`src/rtl/bdrf_pkg.sv`:
```
`default_nettype none

package bdrf_pkg;

	// default width of byte offsets and counters
	localparam int OFFSET_BITS_DEF = 32;

	// fixed field widths
	localparam int GAP_W = 16;
	localparam int RUN_W = 17;
	localparam int OUT_W = 32;

	localparam logic [GAP_W-1:0] GAP_RESET = 16'd256;

	typedef enum logic {
		REC_REGION  = 1'b0,
		REC_SUMMARY = 1'b1
	} rec_kind_t;

	// one result item
	typedef struct packed {
		rec_kind_t        kind;
		logic [OUT_W-1:0] start_off;
		logic [OUT_W-1:0] end_off;
		logic [OUT_W-1:0] changed;
		logic [OUT_W-1:0] regions;
		logic             is_final;
	} rec_t;

endpackage

`default_nettype wire

```
`src/rtl/bdrf_tracker.sv`:
```
`default_nettype none

module bdrf_tracker #(
	parameter int OFFSET_BITS = bdrf_pkg::OFFSET_BITS_DEF
) (
	input  wire logic                        clk,
	input  wire logic                        arst_n,
	input  wire logic                        step,
	input  wire logic [7:0]                  byte_a,
	input  wire logic [7:0]                  byte_b,
	input  wire logic                        last_byte,
	input  wire logic [bdrf_pkg::GAP_W-1:0]  gap_limit,
	output logic      [1:0]                  n_rec,
	output bdrf_pkg::rec_t                   rec0,
	output bdrf_pkg::rec_t                   rec1
);
	import bdrf_pkg::*;

	localparam int W = OFFSET_BITS;

	function automatic logic [W-1:0] sat_inc(input logic [W-1:0] v);
		return (&v) ? v : v + W'(1);
	endfunction

	logic             in_region_q, in_region_d;
	logic [RUN_W-1:0] equal_run_q, equal_run_d;
	logic [W-1:0]     open_begin_q, open_begin_d;
	logic [W-1:0]     position_q, position_d;
	logic [W-1:0]     changed_q, changed_d;
	logic [W-1:0]     regions_q, regions_d;

	logic             diff;
	logic             close;
	logic             open_at_end;
	logic [RUN_W-1:0] run_inc;
	logic [W-1:0]     end_close;
	rec_t             close_rec, open_rec, summary_rec;

	assign diff      = byte_a != byte_b;
	assign run_inc   = equal_run_q + RUN_W'(1);
	assign close     = !diff && in_region_q && (run_inc > RUN_W'(gap_limit));
	// region ends just after its last differing byte
	assign end_close = position_q - W'(run_inc) + W'(1);

	// per-byte state update
	always_comb begin
		in_region_d  = in_region_q;
		equal_run_d  = equal_run_q;
		open_begin_d = open_begin_q;
		changed_d    = changed_q;
		regions_d    = regions_q;
		position_d   = sat_inc(position_q);
		if (diff) begin
			if (!in_region_q) begin
				open_begin_d = position_q;
				in_region_d  = 1'b1;
				regions_d    = sat_inc(regions_q);
			end
			changed_d   = sat_inc(changed_q);
			equal_run_d = '0;
		end else if (in_region_q) begin
			if (close) begin
				in_region_d = 1'b0;
				equal_run_d = '0;
			end else begin
				equal_run_d = run_inc;
			end
		end
	end

	assign open_at_end = last_byte && in_region_d;

	// candidate records
	always_comb begin
		close_rec.kind      = REC_REGION;
		close_rec.start_off = OUT_W'(open_begin_q);
		close_rec.end_off   = OUT_W'(end_close);
		close_rec.changed   = OUT_W'(changed_d);
		close_rec.regions   = OUT_W'(regions_d);
		close_rec.is_final  = 1'b0;

		open_rec            = close_rec;
		open_rec.start_off  = OUT_W'(open_begin_d);
		open_rec.end_off    = OUT_W'(position_d);

		summary_rec           = open_rec;
		summary_rec.kind      = REC_SUMMARY;
		summary_rec.start_off = '0;
		summary_rec.is_final  = 1'b1;
	end

	assign n_rec = {1'b0, close} + {1'b0, open_at_end} + {1'b0, last_byte};
	assign rec0  = close ? close_rec : (open_at_end ? open_rec : summary_rec);
	assign rec1  = summary_rec;

	// state registers; the last pair returns the stream to its reset state
	always_ff @(posedge clk or negedge arst_n) begin
		if (!arst_n) begin
			in_region_q  <= 1'b0;
			equal_run_q  <= '0;
			open_begin_q <= '0;
			position_q   <= '0;
			changed_q    <= '0;
			regions_q    <= '0;
		end else if (step) begin
			if (last_byte) begin
				in_region_q  <= 1'b0;
				equal_run_q  <= '0;
				open_begin_q <= '0;
				position_q   <= '0;
				changed_q    <= '0;
				regions_q    <= '0;
			end else begin
				in_region_q  <= in_region_d;
				equal_run_q  <= equal_run_d;
				open_begin_q <= open_begin_d;
				position_q   <= position_d;
				changed_q    <= changed_d;
				regions_q    <= regions_d;
			end
		end
	end

endmodule

`default_nettype wire

```
`src/rtl/byte_diff_region_finder.sv`:
```
// An accepted item is registered in the input register (s1); its records are then buffered.
// Throughput: one byte pair per cycle while the output buffer has space; a last pair
//   that yields a region record and the summary fills both buffer entries.
// Rate is set by the output buffer, which takes the records of one pair per cycle.
// Reset (arst_n low, asynchronous) clears the stream state and buffers; gap_limit -> 256.
`default_nettype none

module byte_diff_region_finder #(
	parameter int OFFSET_BITS = bdrf_pkg::OFFSET_BITS_DEF
) (
	input  wire logic                          clk,
	input  wire logic                          arst_n,
	// configuration
	input  wire logic                          cfg_wr_en,
	input  wire logic [bdrf_pkg::GAP_W-1:0]    cfg_wr_data,
	// input items
	input  wire logic                          in_valid,
	output logic                               in_ready,
	input  wire logic [7:0]                    byte_a,
	input  wire logic [7:0]                    byte_b,
	input  wire logic                          last_byte,
	// result items
	output logic                               out_valid,
	input  wire logic                          out_ready,
	output logic                               record_kind,
	output logic      [bdrf_pkg::OUT_W-1:0]    region_begin,
	output logic      [bdrf_pkg::OUT_W-1:0]    region_end,
	output logic      [bdrf_pkg::OUT_W-1:0]    changed_total,
	output logic      [bdrf_pkg::OUT_W-1:0]    region_total,
	output logic                               final_record
);
	import bdrf_pkg::*;

	logic [GAP_W-1:0] gap_limit_q;

	logic       valid_s1;
	logic [7:0] byte_a_s1, byte_b_s1;
	logic       last_s1;

	logic [1:0] n_rec;
	rec_t       rec0, rec1;
	logic [1:0] cnt_q;
	rec_t       slot0_q, slot1_q;

	logic       pop;
	logic       space;
	logic       advance;

	// gap limit register
	always_ff @(posedge clk or negedge arst_n) begin
		if (!arst_n) begin
			gap_limit_q <= GAP_RESET;
		end else if (cfg_wr_en) begin
			gap_limit_q <= cfg_wr_data;
		end
	end

	// handshake: an item leaves s1 when the output buffer can take its records
	assign pop      = out_valid && out_ready;
	assign space    = (cnt_q == 2'd0) || ((cnt_q == 2'd1) && pop);
	assign advance  = valid_s1 && ((n_rec == 2'd0) || space);
	assign in_ready = !valid_s1 || advance;

	// input register
	always_ff @(posedge clk or negedge arst_n) begin
		if (!arst_n) begin
			valid_s1 <= 1'b0;
		end else if (in_ready) begin
			valid_s1 <= in_valid;
		end
	end

	always_ff @(posedge clk) begin
		if (in_valid && in_ready) begin
			byte_a_s1 <= byte_a;
			byte_b_s1 <= byte_b;
			last_s1   <= last_byte;
		end
	end

	bdrf_tracker #(
		.OFFSET_BITS(OFFSET_BITS)
	) u_tracker (
		.clk       (clk),
		.arst_n    (arst_n),
		.step      (advance),
		.byte_a    (byte_a_s1),
		.byte_b    (byte_b_s1),
		.last_byte (last_s1),
		.gap_limit (gap_limit_q),
		.n_rec     (n_rec),
		.rec0      (rec0),
		.rec1      (rec1)
	);

	// two-entry output buffer, head in slot0
	always_ff @(posedge clk or negedge arst_n) begin
		if (!arst_n) begin
			cnt_q <= 2'd0;
		end else if (advance && (n_rec != 2'd0)) begin
			cnt_q <= n_rec;
		end else if (pop) begin
			cnt_q <= cnt_q - 2'd1;
		end
	end

	always_ff @(posedge clk) begin
		if (advance && (n_rec != 2'd0)) begin
			slot0_q <= rec0;
			slot1_q <= rec1;
		end else if (pop) begin
			slot0_q <= slot1_q;
		end
	end

	assign out_valid     = cnt_q != 2'd0;
	assign record_kind   = slot0_q.kind;
	assign region_begin  = slot0_q.start_off;
	assign region_end    = slot0_q.end_off;
	assign changed_total = slot0_q.changed;
	assign region_total  = slot0_q.regions;
	assign final_record  = slot0_q.is_final;

`ifndef ASSERT_OFF
	// buffer never holds more than two records
	a_cnt_max: assert property (@(posedge clk) disable iff (!arst_n)
		cnt_q != 2'd3)
		else $error("output buffer overfilled");

	// a second buffered record is always the summary
	a_slot1_summary: assert property (@(posedge clk) disable iff (!arst_n)
		(cnt_q == 2'd2) |-> (slot1_q.kind == REC_SUMMARY))
		else $error("second record is not a summary");

	// summary and final flag travel together
	a_final_kind: assert property (@(posedge clk) disable iff (!arst_n)
		out_valid |-> (record_kind == final_record))
		else $error("final flag mismatch");

	// after a summary is taken with nothing queued behind, the buffer is empty
	a_summary_drain: assert property (@(posedge clk) disable iff (!arst_n)
		(pop && final_record && (cnt_q == 2'd1) && !advance) |=> (cnt_q == 2'd0))
		else $error("buffer not empty after summary");
`endif

endmodule

`default_nettype wire
```
`config.mk`:
```
export PLATFORM = sky130hd
export DESIGN_NAME = byte_diff_region_finder
export DESIGN_NICKNAME = d
export VERILOG_FILES = /design/src/rtl/bdrf_pkg.sv /design/src/rtl/bdrf_tracker.sv /design/src/rtl/byte_diff_region_finder.sv
export SDC_FILE = /design/constraint.sdc
export NUM_CORES = 1
export LEC_CHECK = 0
export BUFFER_PORTS_ARGS = -buffer_cell sky130_fd_sc_hd__buf_4
export CAP_MARGIN = 20
export CORE_MARGIN = 1
export CORE_UTILIZATION = 65
export CTS_CLUSTER_SIZE = 28
export DETAILED_ROUTE_END_ITERATION = 8
export HOLD_SLACK_MARGIN = 0.05
export PLACE_DENSITY = 0.81
export SLEW_MARGIN = 15
export SYNTH_ARGS = -nofsm -noshare
export SYNTH_HDL_FRONTEND = slang
export SYNTH_SLANG_ARGS = --single-unit
```
`constraint.sdc`:
```
create_clock -name clk -period 15.1 [get_ports clk]
set_clock_uncertainty 0.2 [all_clocks]
set_input_delay 4.53 -clock clk [delete_from_list [all_inputs] [get_ports clk]]
set_output_delay 4.53 -clock clk [all_outputs]
set_load 0.05 [all_outputs]
```
Word level (Yosys, flattened, before mapping). Index checks and enable logic that the tools add are counted.

Eq/ne operators: 2. $lt $le $gt $ge: 1. Reductions and logical operators: 23. Add/sub/neg operators: 9. Multiplexer cells: 26.

Operators by type and width (count): $mux 130 (4); $mux 32 (12); $add 32x1->32 const B (4); $reduce_and 32->1 (3); $mux 17 (4); $sub 32x17->32 (1); $add 17x1->17 const B (1); $gt 17x16->1 (1); $logic_and 1x1->1 (8); $ne 8x8->1 (1); $reduce_bool 2->1 (3); $logic_not 2->1 (2); $mux 1 (4); $mux 2 (2); $logic_or 1x1->1 (3); $reduce_bool 3->1 (1); $add 1x1->2 (1); $add 2x1->2 (1); $eq 2x1->1 const B (1); $logic_not 1->1 (2); $reduce_and 2->1 (1); $sub 2x1->2 const B (1).

Output and inout bits: 132. Word-level logic and storage cells: 82. Flip-flop bits (word level): 408.

Longest topological paths before layout. Gate-level depths: netlist of run 1.

Depth in word-level cells: 15. Depth in mapped cells: 26. Mapped depth without buffers: 22.

Hierarchy. A second synthesis of run 1 with hierarchy kept.

Cells, all modules: 1987. Area total of the unflattened synthesis: 24028.0 sq um.

Modules (own cells, without submodules): bdrf_tracker (area each 12858.6 sq um, times used 1, cells each 1497); byte_diff_region_finder (area each 11169.5 sq um, times used 1, cells each 490).

Least setup slack after synthesis of run 1. OpenSTA, ideal clock, no wires.

Path kind: input -> output. Start: input port out_ready. End: output port in_ready. Arrival: 5194 ps. Stages: 2. Slack: 5176 ps. Buffers on the path: 0. Data required time: 10370 ps. Cells stage by stage: a211oi_1 nand2_1.

Longest elaborated chain between the ends: 6.

Ends and longest elaborated chain: start: declaration (RTL line byte_diff_region_finder.sv:24) `input wire logic out_ready,`; $logic_and 1x1->1 (RTL line byte_diff_region_finder.sv:59) `assign pop = out_valid && out_ready;`; $logic_and 1x1->1 (RTL line byte_diff_region_finder.sv:60) `assign space = (cnt_q == 2'd0) || ((cnt_q == 2'd1) && pop);`; $logic_or 1x1->1 (RTL line byte_diff_region_finder.sv:60); $logic_or 1x1->1 (RTL line byte_diff_region_finder.sv:61) `assign advance = valid_s1 && ((n_rec == 2'd0) || space);`; $logic_and 1x1->1 (RTL line byte_diff_region_finder.sv:61); $logic_or 1x1->1 (RTL line byte_diff_region_finder.sv:62) `assign in_ready = !valid_s1 || advance;`; end: declaration (RTL line byte_diff_region_finder.sv:18) `output logic in_ready,`.

No other way between the ends.

Worst setup path after layout of run 1. Same ends and word-level chain as after synthesis.

==> impl_metrics.json, run 1 <==
{
  "clk_path_buf_depth": 3,
  "syn_avg_cell_area_sq_um": 9.95,
  "synth_seq_cells": 407,
  "maxCapViolCount": 0,
  "remaining_drc_errors": 0,
  "outcome": "complete, no violations",
  "ys_seq_area_share_pct": 53.5,
  "drt_iter0_drc": 1294,
  "core_sq_mm": 0.0319,
  "fin_cells": 2727,
  "antenna_found_initial": 0,
  "drt-total-wl_um": 50300,
  "cellPowerDensity_mw_per_mm2": 175,
  "yosys.area.top_type_share_pct": 34.1,
  "clock_latency_ns": 0.57,
  "hold_viol_final": 0,
  "dpl.hpwl_um": 33000,
  "vias_per_cell": 5.93,
  "postCtsSetupRepairBufs": 0,
  "finalWeightedCongestion": 0.912,
  "drive_gt1_share_pct": 12.5,
  "placed_cells": 2649,
  "die-area_sq_mm": 0.0335,
  "cts_max_level": 2,
  "io_pins": 170,
  "wl_per_cell_um": 18.4,
  "grt_pass1_vias": 15900,
  "synth_warnings": 0,
  "track_usage_pct": 30.5,
  "grt_setup_unrepaired": "false",
  "area.growth.synth_to_final_pct": 13.7,
  "min_period_ns": 10.22,
  "drt_pass1_iterations": 5,
  "clkTransAtPathRegs_ns": 0.05,
  "async_flop_share_pct": 40.5,
  "cp-end-kind": "output port",
  "clock.fmax_ghz": 0.0979,
  "drv_slew": 0,
  "die_height_um": 183,
  "cts-resized-gates": 0,
  "vias": 16200,
  "synth_area_leader_cell": "edfxtp_1",
  "timing.final.crit_share_pct": 67.7,
  "hp-class": "reg -> reg",
  "grt_max_degree": 101,
  "overflow": 0,
  "final_cell_mix": "nand2_1 (455), edfxtp_1 (242), buf_4 (189)",
  "crit_required_ns": 10.37,
  "ir_worst_vdd_v": 0.000131,
  "synth_cell_types": 69,
  "cp.arrival_ns": 5.49,
  "numPortBuffers": 169,
  "worst-path-max-fanout": 3,
  "worst_setup_path_start_kind": "input port",
  "antenna_left": 0,
  "fin_setup_tns_ns": 0,
  "die_x_um": 183,
  "cts_hold_buf": 0,
  "slew_headroom_pct": 33.4,
  "post_synth_main_area_contributors": "edfxtp_1 (34%), dfrtp_1 (19%), nand2_1 (8.0%), ha_1 (4.6%), o21ai_0 (3.8%)",
  "synth_edf_count": 242,
  "setup_viol_count_final": 0,
  "power_uw": 4240,
  "numCtsBuffers": 42,
  "std_cell_rows": 65,
  "antenna_cells": 0,
  "final_common_cell": "nand2_1",
  "synth_area_sq_mm": 0.0213,
  "grt_pass1_wl_um": 80800,
  "fin_nets": 2377,
  "clock-sinks": 407,
  "cts_tree": "built",
  "syn_nets": 2261,
  "p_leak_uw": 0.0104,
  "start_util_pct": 66.9,
  "root_buffer": "clkbuf_16",
  "tightest_slew_ns": 0.999,
  "synth_ff_type": "edfxtp_1",
  "synthCells": 2142,
  "criticalPathCategory": "in -> out"
}
power breakdown:
group	internal (uW)	total, uW	leakage [uW]	switching [uW]
logic	481	1610	0.00509	1120
clock network	582	1020	0.000654	436
registers	1490	1610	0.00463	125
per-stage QoR:
step	hold slack [ns]	area (sq um)	worst slack, ns	utilization [%]
6_report	0.282	24200	4.88	76.0
5_1_grt	0.300	24200	4.75	76.0
2_1_floorplan	0.250	21300	5.18	-
3_3_place_gp	0.262	22900	4.99	71.7
3_5_place_dp	0.271	22900	4.95	71.7
4_1_cts	0.283	24200	4.89	76.0
cell type report:
cell class	instances	area, sq um
Fill cell	2184	7660
Tap cell	435	544
Timing Repair Buffer	191	1440
Multi-Input combinational cell	1538	9190
Clock buffer	60	1180
Sequential cell	407	11400
Inverter	78	298
Clock inverter	18	181
sequential cells by signal (all words and copies together) (netlist names), 2 cells and up:
register and flops:
byte_a_s1 8, byte_b_s1 8, changed_total 32, cnt_q 2, gap_limit_q 16, region_begin 32, region_end 32, region_total 32
slot1_q 96, u_tracker.changed_q 32, u_tracker.equal_run_q 17, u_tracker.open_begin_q 32, u_tracker.position_q 32, u_tracker.regions_q 32
routing by layer:
metal | wire length, um | GRT usage [%]
met4 | 1840 | 12.7
met3 | 2730 | 4.25
met5 | 0 | 0
met2 | 24800 | 51.6
met1 | 20900 | 39.5
cell usage after synthesis (all sizes together), types with 9 or more instances:
master	instances
nand2	457
edfxtp	242
o21ai	170
dfrtp	164
a21oi	122
nor2	117
clkbuf	109
ha	79
inv	78
xnor2	77
xor2	61
mux2i	54
nor3	47
nand3	45
nand4	37
a21boi	33
a21o	28
and3	27
nand2b	19
and2	18
o22ai	15
mux2	14
and4	12
buf	10
nor4	10
a22o	9
or3	9
critical path, stage by stage:
cell and delay, ns:
buf_4 0.12, a211oi_1 0.43, nand2_1 0.18, buf_4 0.23
cells by family after synthesis:
| logic type | count (synthesis) | share of synthesized area [%] |
|---|---|---|
| DFF | 407 | 53.5 |
| AOI/OAI and AO/OA | 437 | 12.2 |
| and+or+nand+nor | 814 | 17.0 |
| muxes | 68 | 3.28 |
| buffers and inverters | 197 | 3.53 |
| xor gates and xnor gates | 138 | 5.67 |
| adders and majority gates | 81 | 4.83 |
final timing paths:
| path | start | to | slack (ns) | depth (start not counted) |
|---|---|---|---|---|
| setup / recovery | out_ready | in_ready | 4.88 | 4 |
| hold / removal | u_tracker.open_begin_q[21]$_DFFE_PN0P_ | u_tracker.open_begin_q[21]$_DFFE_PN0P_ | 0.28 | 2 |
| setup reg to reg | u_tracker.equal_run_q[0]$_DFFE_PN0P_ | changed_total[15]$_DFFE_PP_ | 7.35 | 20 |
| hold reg to reg | u_tracker.open_begin_q[21]$_DFFE_PN0P_ | u_tracker.open_begin_q[21]$_DFFE_PN0P_ | 0.28 | 2 |
| max in group asynchronous | arst_n | u_tracker.regions_q[24]$_DFFE_PN0P_ | 9.77 | 2 |
| min in group asynchronous | arst_n | gap_limit_q[15]$_DFFE_PN0P_ | 3.72 | 1 |
Power figures use the tool's default switching activity.
==> run 2: changes to the inputs <==
Settings changed: CORE_UTILIZATION 65 to 55, PLACE_DENSITY 0.81 to 0.73.
Clock period 15.1 ns to 9.1 ns, I/O delays scaled along.
==> run 2 against run 1 <==
The run now ends with DRC left. Setup slack worse by 3.8 ns. Total power is 67% higher. Sequential share of layout area is 0.21 points lower. Highest routed layer unchanged. Clock power is 70% higher. Critical endpoint unchanged. First-iteration DRC count is 19% lower. Sequential power is 67% higher. Design area is 0.45% higher. Largest power group unchanged.
==> impl_metrics.json, run 2 (synthesis gave the netlist of run 1 again) <==
{
  "largest_register_ffs": 96,
  "tightest_slew_ns": 1.02,
  "power_frac_seq_pct": 38.1,
  "criticalPathCategory": "reg -> out",
  "clock_latency_ns": 0.58,
  "cp_slowest_cell": "dfrtp_1",
  "fin_cells": 2799,
  "drt-met1-wl_um": 21700,
  "vias": 15800,
  "wl_met3_um": 2530,
  "switchingPower_uw": 2790,
  "die_x_um": 199,
  "cts_max_level": 2,
  "hp-class": "reg -> reg",
  "antenna_found_initial": 0,
  "slew_headroom_pct": 31.7,
  "cts_tree": "built",
  "drt-total-wl_um": 49500,
  "grt_max_degree": 94,
  "clk_path_buf_depth": 3,
  "cp_common_cell": "ha_1",
  "grt_pass1_wl_um": 79200,
  "maxCapViolCount": 0,
  "cp-end-kind": "output port",
  "antenna_cells": 0,
  "crit_family": "simple AND/OR/NAND/NOR gates",
  "cts-resized-gates": 0,
  "clkTransAtPathRegs_ns": 0.06,
  "crit_required_ns": 6.17,
  "path_buf_inv": 2,
  "root_buffer": "clkbuf_16",
  "violations": "DRC",
  "max_stage_delay_ns": 0.47,
  "area.growth.synth_to_final_pct": 14.2,
  "fin_setup_tns_ns": 0,
  "cp.arrival_ns": 5.08,
  "filler_cell_count": 3063,
  "remaining_drc_errors": 1,
  "grt_setup_unrepaired": "false",
  "final_common_cell": "nand2_1",
  "outcome": "complete, but fails checks",
  "track_usage_pct": 25.6,
  "postCtsSetupRepairBufs": 0,
  "placed_cells": 2723,
  "std_cell_rows": 71,
  "start_util_pct": 56.2,
  "power.internal_uw": 4260,
  "core_sq_mm": 0.0379,
  "sw_frac_of_total_pct": 39.6,
  "pre_cts_ws_ns": 1.69,
  "drt_iter0_drc": 1045,
  "vias_per_cell": 5.63,
  "numPortBuffers": 169,
  "p_leak_uw": 0.0104,
  "drt_pass1_iterations": 7,
  "final-seq-area_sq_mm": 0.0114,
  "antenna_left": 0,
  "worst_setup_path_start_kind": "flop",
  "numCtsBuffers": 41,
  "dpl.hpwl_um": 34000,
  "die-area_sq_mm": 0.0395,
  "worst-path-max-fanout": 11,
  "routed.top_layer": "met4",
  "timing.final.crit_share_pct": 88.0,
  "min_period_ns": 8.01,
  "drive_gt1_share_pct": 12.7,
  "ir_worst_vdd_v": 0.000219,
  "overflow": 0,
  "hold_viol_final": 0,
  "path_cells": "ha_1 > nand4_1 > nor3_1 > and3_1 > and3_1 > xnor2_1 > inv_1 > ha_1 > nand3_1 > a211o_1 > o311ai_4 > nand4_2 > ha_1 > a211oi_1 > nand2_1 > buf_4",
  "io_pins": 170,
  "clock-sinks": 407,
  "cts_hold_buf": 0,
  "setup_ws_ns": 1.09,
  "die_height_um": 199,
  "fin_nets": 2374,
  "wl_per_cell_um": 17.7,
  "cellPowerDensity_mw_per_mm2": 290,
  "final_cell_mix": "nand2_1 (455), edfxtp_1 (242), buf_4 (188)",
  "setup_viol_count_final": 0,
  "multi_input_area_sq_mm": 0.00920,
  "drv_slew": 0,
  "wl_met2_um": 23900,
  "grt_pass1_vias": 15100,
  "clock.fmax_ghz": 0.125,
  "finalWeightedCongestion": 0.927,
  "regMostFlops": "slot1_q",
  "combPwrFrac_pct": 37.3,
  "power_frac_clock_pct": 24.6
}
==> run 2: changes by cell type in the layout (fill, tap and decap cells not counted) <==
cell,before,now
clkbuf_1,12,6
bufinv_16,2,5
clkbuf_8,6,3
clkinv_2,5,8
clkinv_4,0,2
buf_2,1,0
buf_4,189,188
clkbuf_16,42,41
clkinv_16,1,0
clkinv_8,1,2
clkinvlp_4,3,2
inv_6,2,3
nor4_1,9,8
nor4_2,1,2
==> run 2: path summary, 6_finish.rpt <==
path / from / endpoint / slack [ns] / cells after the start
min: u_tracker.open_begin_q[2]$_DFFE_PN0P_ / u_tracker.open_begin_q[2]$_DFFE_PN0P_ / 0.28 / 2
min in group asynchronous: arst_n / u_tracker.open_begin_q[21]$_DFFE_PN0P_ / 1.88 / 1
max in group asynchronous: arst_n / u_tracker.changed_q[25]$_DFFE_PN0P_ / 5.55 / 2
max: u_tracker.equal_run_q[0]$_DFFE_PN0P_ / in_ready / 1.09 / 16
min reg2reg: u_tracker.open_begin_q[2]$_DFFE_PN0P_ / u_tracker.open_begin_q[2]$_DFFE_PN0P_ / 0.28 / 2
max reg2reg: u_tracker.equal_run_q[0]$_DFFE_PN0P_ / region_total[28]$_DFFE_PP_ / 2.59 / 18
==> run 2: power by group through the flow <==
stage	logic, uW	registers, uW	clock network [uW]
floorplan	1260	3340	0
global placement	2580	2710	0
finish	2630	2690	1730
global route	2840	2730	1830
CTS	2630	2690	1770
detailed placement	2620	2720	0
==> run 2: tightest hold or removal path: stages (launching register included) <==
cell and delay (ns):
dfrtp_1 0.34, nand2_1 0.05, o21ai_0 0.06
==> run 2: through the flow <==
stage               hold slack, ns  power (uW)  util, %  cell area (sq um)
finish                       0.280        7060     64.2              24300
CTS                          0.283        7090     64.2              24300
floorplan                    0.250        4610        -              21300
global route                 0.310        7410     64.2              24300
global placement             0.262        5290     60.5              23000
detailed placement           0.270        5340     60.5              23000
==> run 2: cell type report <==
cell class,count,area share (%)
clock buffers,50,4.48
clock inverters,26,1.20
inverters,78,1.22
multi-input cells,1538,37.8
flip-flops and latches,407,46.8
well taps,511,2.63
repair buffers,189,5.85
==> run 2: routing by layer <==
layer	track usage, %	up-vias
met1	33.8	7526
met5	0	-
met3	4.59	96
met4	8.38	0
li1	-	7734
met2	42.6	396
==> run 3: changes to the inputs <==
Settings changed: ABC_AREA from default to 1.
==> run 3 against run 2 <==
Largest cell class unchanged. Final cell count rose by 14%. The flow now finishes without violations. Worst hold slack improved by 0.029 ns. Fmax increased by 4.8%. Global-route usage is 2.9 points higher.
==> impl_metrics.json, run 3 <==
{
  "outcome": "complete, no violations",
  "post_synth_main_area_contributors": "edfxtp_1 (33%), dfrtp_1 (19%), nand2_1 (10%), inv_1 (6.0%), o21ai_0 (4.9%)",
  "grt_setup_unrepaired": "false",
  "holdPathStages": 2,
  "r2r_end": "u_tracker.position_q[0]$_DFFE_PN0P_",
  "vias": 17500,
  "cts-resized-gates": 0,
  "synthMuxAreaShare_pct": 0.0512,
  "synth_area_sq_mm": 0.0220,
  "remaining_drc_errors": 0,
  "synth-simple-area-share_pct": 19.8,
  "synth_seq_cells": 407,
  "die_x_um": 202,
  "cellPowerDensity_mw_per_mm2": 281,
  "synthCells": 2488,
  "tightest_slew_ns": 1.03,
  "root_buffer": "clkbuf_16",
  "largest_register_ffs": 96,
  "grt_pass1_vias": 16800,
  "synth-compound-area-share_pct": 10.5,
  "clock_latency_ns": 0.58,
  "synth_edf_count": 242,
  "antenna_left": 0,
  "ys_seq_area_share_pct": 51.8,
  "die_height_um": 202,
  "min_period_ns": 7.65,
  "grt_max_degree": 100,
  "numCtsBuffers": 43,
  "path_cells": "ha_1 > nand2_2 > nor2_4 > nand2_4 > xor2_1 > inv_1 > ha_1 > nand2_1 > nor2_1 > nand3_1 > nand4_1 > nor2_1 > nor2_1 > nand3_1 > nand2_1 > nand2_1 > nand2_1 > nand2_2 > nand2_4 > nand2_4 > ha_1 > inv_1 > nand4_1 > buf_4",
  "postCtsSetupRepairBufs": 0,
  "cp_slowest_cell": "dfrtp_1",
  "dpl.hpwl_um": 40400,
  "worstHoldEndpoint": "gap_limit_q[8]$_DFFE_PN1P_",
  "cts_hold_buf": 0,
  "std_cell_rows": 72,
  "clk_path_buf_depth": 3,
  "antenna_cells": 0,
  "syn_avg_cell_area_sq_um": 8.84,
  "fin_nets": 2751,
  "worst-path-max-fanout": 46,
  "final_common_cell": "nand2_1",
  "filler_cell_count": 3300,
  "worst_setup_path_start_kind": "flop",
  "regMostFlops": "slot1_q",
  "async_flop_share_pct": 40.5,
  "yosysMostFrequentCell": "nand2_1",
  "synth_area_leader_cell": "edfxtp_1",
  "hold_viol_final": 0,
  "criticalPathCategory": "reg -> out",
  "drv_slew": 0,
  "track_usage_pct": 28.5,
  "hp-class": "reg -> reg",
  "antenna_found_initial": 0,
  "setup_viol_count_final": 0,
  "cts_tree": "built",
  "r2r-start": "u_tracker.equal_run_q[0]$_DFFE_PN0P_",
  "ir_worst_vdd_v": 0.000222,
  "maxCapViolCount": 0,
  "cp-end-kind": "output port",
  "syn_nets": 2607,
  "start_util_pct": 56.4,
  "synth_warnings": 0,
  "area.growth.synth_to_final_pct": 14.3,
  "drt-total-wl_um": 57400,
  "cp_common_cell": "nand2_1",
  "drive_gt1_share_pct": 12.9,
  "final_cell_mix": "nand2_1 (612), inv_1 (348), edfxtp_1 (242)",
  "die-area_sq_mm": 0.0408,
  "clock-sinks": 407,
  "synth_ff_type": "edfxtp_1",
  "reg2reg_depth": 29,
  "reg2reg_slack_ns": 2.76,
  "grt_pass1_wl_um": 91800,
  "synth_top_family_by_area": "simple AND/OR/NAND/NOR gates",
  "clkTransAtPathRegs_ns": 0.05,
  "p_leak_uw": 0.0116,
  "cts_max_level": 2,
  "wl_per_cell_um": 18.0,
  "cp.arrival_ns": 4.72,
  "slew_headroom_pct": 31.3,
  "io_pins": 170,
  "final_util_pct": 64.4,
  "timing.final.crit_share_pct": 84.0,
  "synthTopCellsByCount": "nand2_1 (614), inv_1 (350), edfxtp_1 (242), o21ai_0 (217), dfrtp_1 (164)",
  "pre_cts_ws_ns": 2.03,
  "synth_cell_types": 48,
  "numPortBuffers": 169,
  "synth_fa_ha_area_share_pct": 4.67,
  "hold_start": "gap_limit_q[8]$_DFFE_PN1P_",
  "setup_ws_ns": 1.45,
  "drt_iter0_drc": 1377,
  "vias_per_cell": 5.51,
  "finalWeightedCongestion": 0.982,
  "crit_required_ns": 6.17,
  "fin_setup_tns_ns": 0,
  "clock.fmax_ghz": 0.131,
  "overflow": 0,
  "max_stage_delay_ns": 0.42,
  "synthXorXnorAreaFrac_pct": 5.20,
  "core_sq_mm": 0.0390,
  "yosys.area.top_type_share_pct": 33.0,
  "power_uw": 7070,
  "drt_pass1_iterations": 5
}
[run 3: cell types whose count changed after synthesis, moves of 32 or more]
cell / delta
nand2_2: +34
nor2_1: +33
inv_1: +272
o21ai_0: +57
nand2_1: +158
a21oi_1: -72
xnor2_1: -64
nand3_1: +66
clkbuf_1: -43
a21oi_2: +32
xor2_1: +51
o22ai_1: +56
mux2i_1: -54
[run 3: critical path: cells and delay by family, from the launching register on]
| kind | cells | cell delay (ns) |
|---|---|---|
| XOR/XNOR | 1 | 0.24 |
| adder cells (fa/ha/maj) | 3 | 0.95 |
| buffers and inverters | 3 | 0.43 |
| flip-flops | 1 | 0.42 |
| AND/OR/NAND/NOR | 17 | 2.08 |
[run 3: metrics by stage]
| stage | hold slack, ns | area [sq um] | instances |
|---|---|---|---|
| CTS | 0.311 | 25100 | 3184 |
| global placement | 0.295 | 23700 | 3105 |
| global route | 0.321 | 25100 | 3184 |
| finish | 0.308 | 25100 | 3184 |
| floorplan | 0.265 | 22000 | 2488 |
| detailed placement | 0.296 | 23700 | 3105 |
[run 3: layout make-up]
| class | count | area (sq um) | share of cell area [%] |
|---|---|---|---|
| Sequential cell | 407 | 11400 | 45.3 |
| Inverter | 354 | 1340 | 5.33 |
| Clock buffer | 62 | 1220 | 4.85 |
| Clock inverter | 17 | 235 | 0.936 |
| Tap cell | 518 | 648 | 2.58 |
| Timing Repair Buffer | 186 | 1420 | 5.63 |
| Multi-Input combinational cell | 1640 | 8880 | 35.3 |
[run 3: cells by family after synthesis]
family | Yosys count
compound gates | 407
flops | 407
fa+ha+maj | 81
mux | 1
buf+inv | 441
simple gates | 1024
xor+xnor | 127
[run 3: worst max path at each step]
stage	startpoint	endpoint	slack, ns	cells past startpoint
5_1_grt	u_tracker.equal_run_q[0]$_DFFE_PN0P_	in_ready	0.95	24
3_5_place_dp	u_tracker.equal_run_q[0]$_DFFE_PN0P_	in_ready	2.03	24
3_3_place_gp	u_tracker.equal_run_q[0]$_DFFE_PN0P_	in_ready	2.20	24
6_report	u_tracker.equal_run_q[0]$_DFFE_PN0P_	in_ready	1.45	24
4_1_cts	u_tracker.equal_run_q[0]$_DFFE_PN0P_	in_ready	1.41	24
2_1_floorplan	u_tracker.equal_run_q[0]$_DFFE_PN0P_	changed_total[0]$_DFFE_PP_	1.85	29
[run 3: routing by layer]
metal	up-vias	part of all wire, %	GRT usage [%]
li1	8495	-	-
met2	602	45	43.6
met4	0	1.7	6.22
met1	8375	47	42.7
met5	-	0	0
met3	69	7.2	4.66
[run 3: report_power, final]
part / internal (uW) / switching [uW] / leakage [uW]
registers: 2470 / 173 / 0.00460
logic: 661 / 1940 / 0.00632
clock network: 1080 / 749 / 0.000702
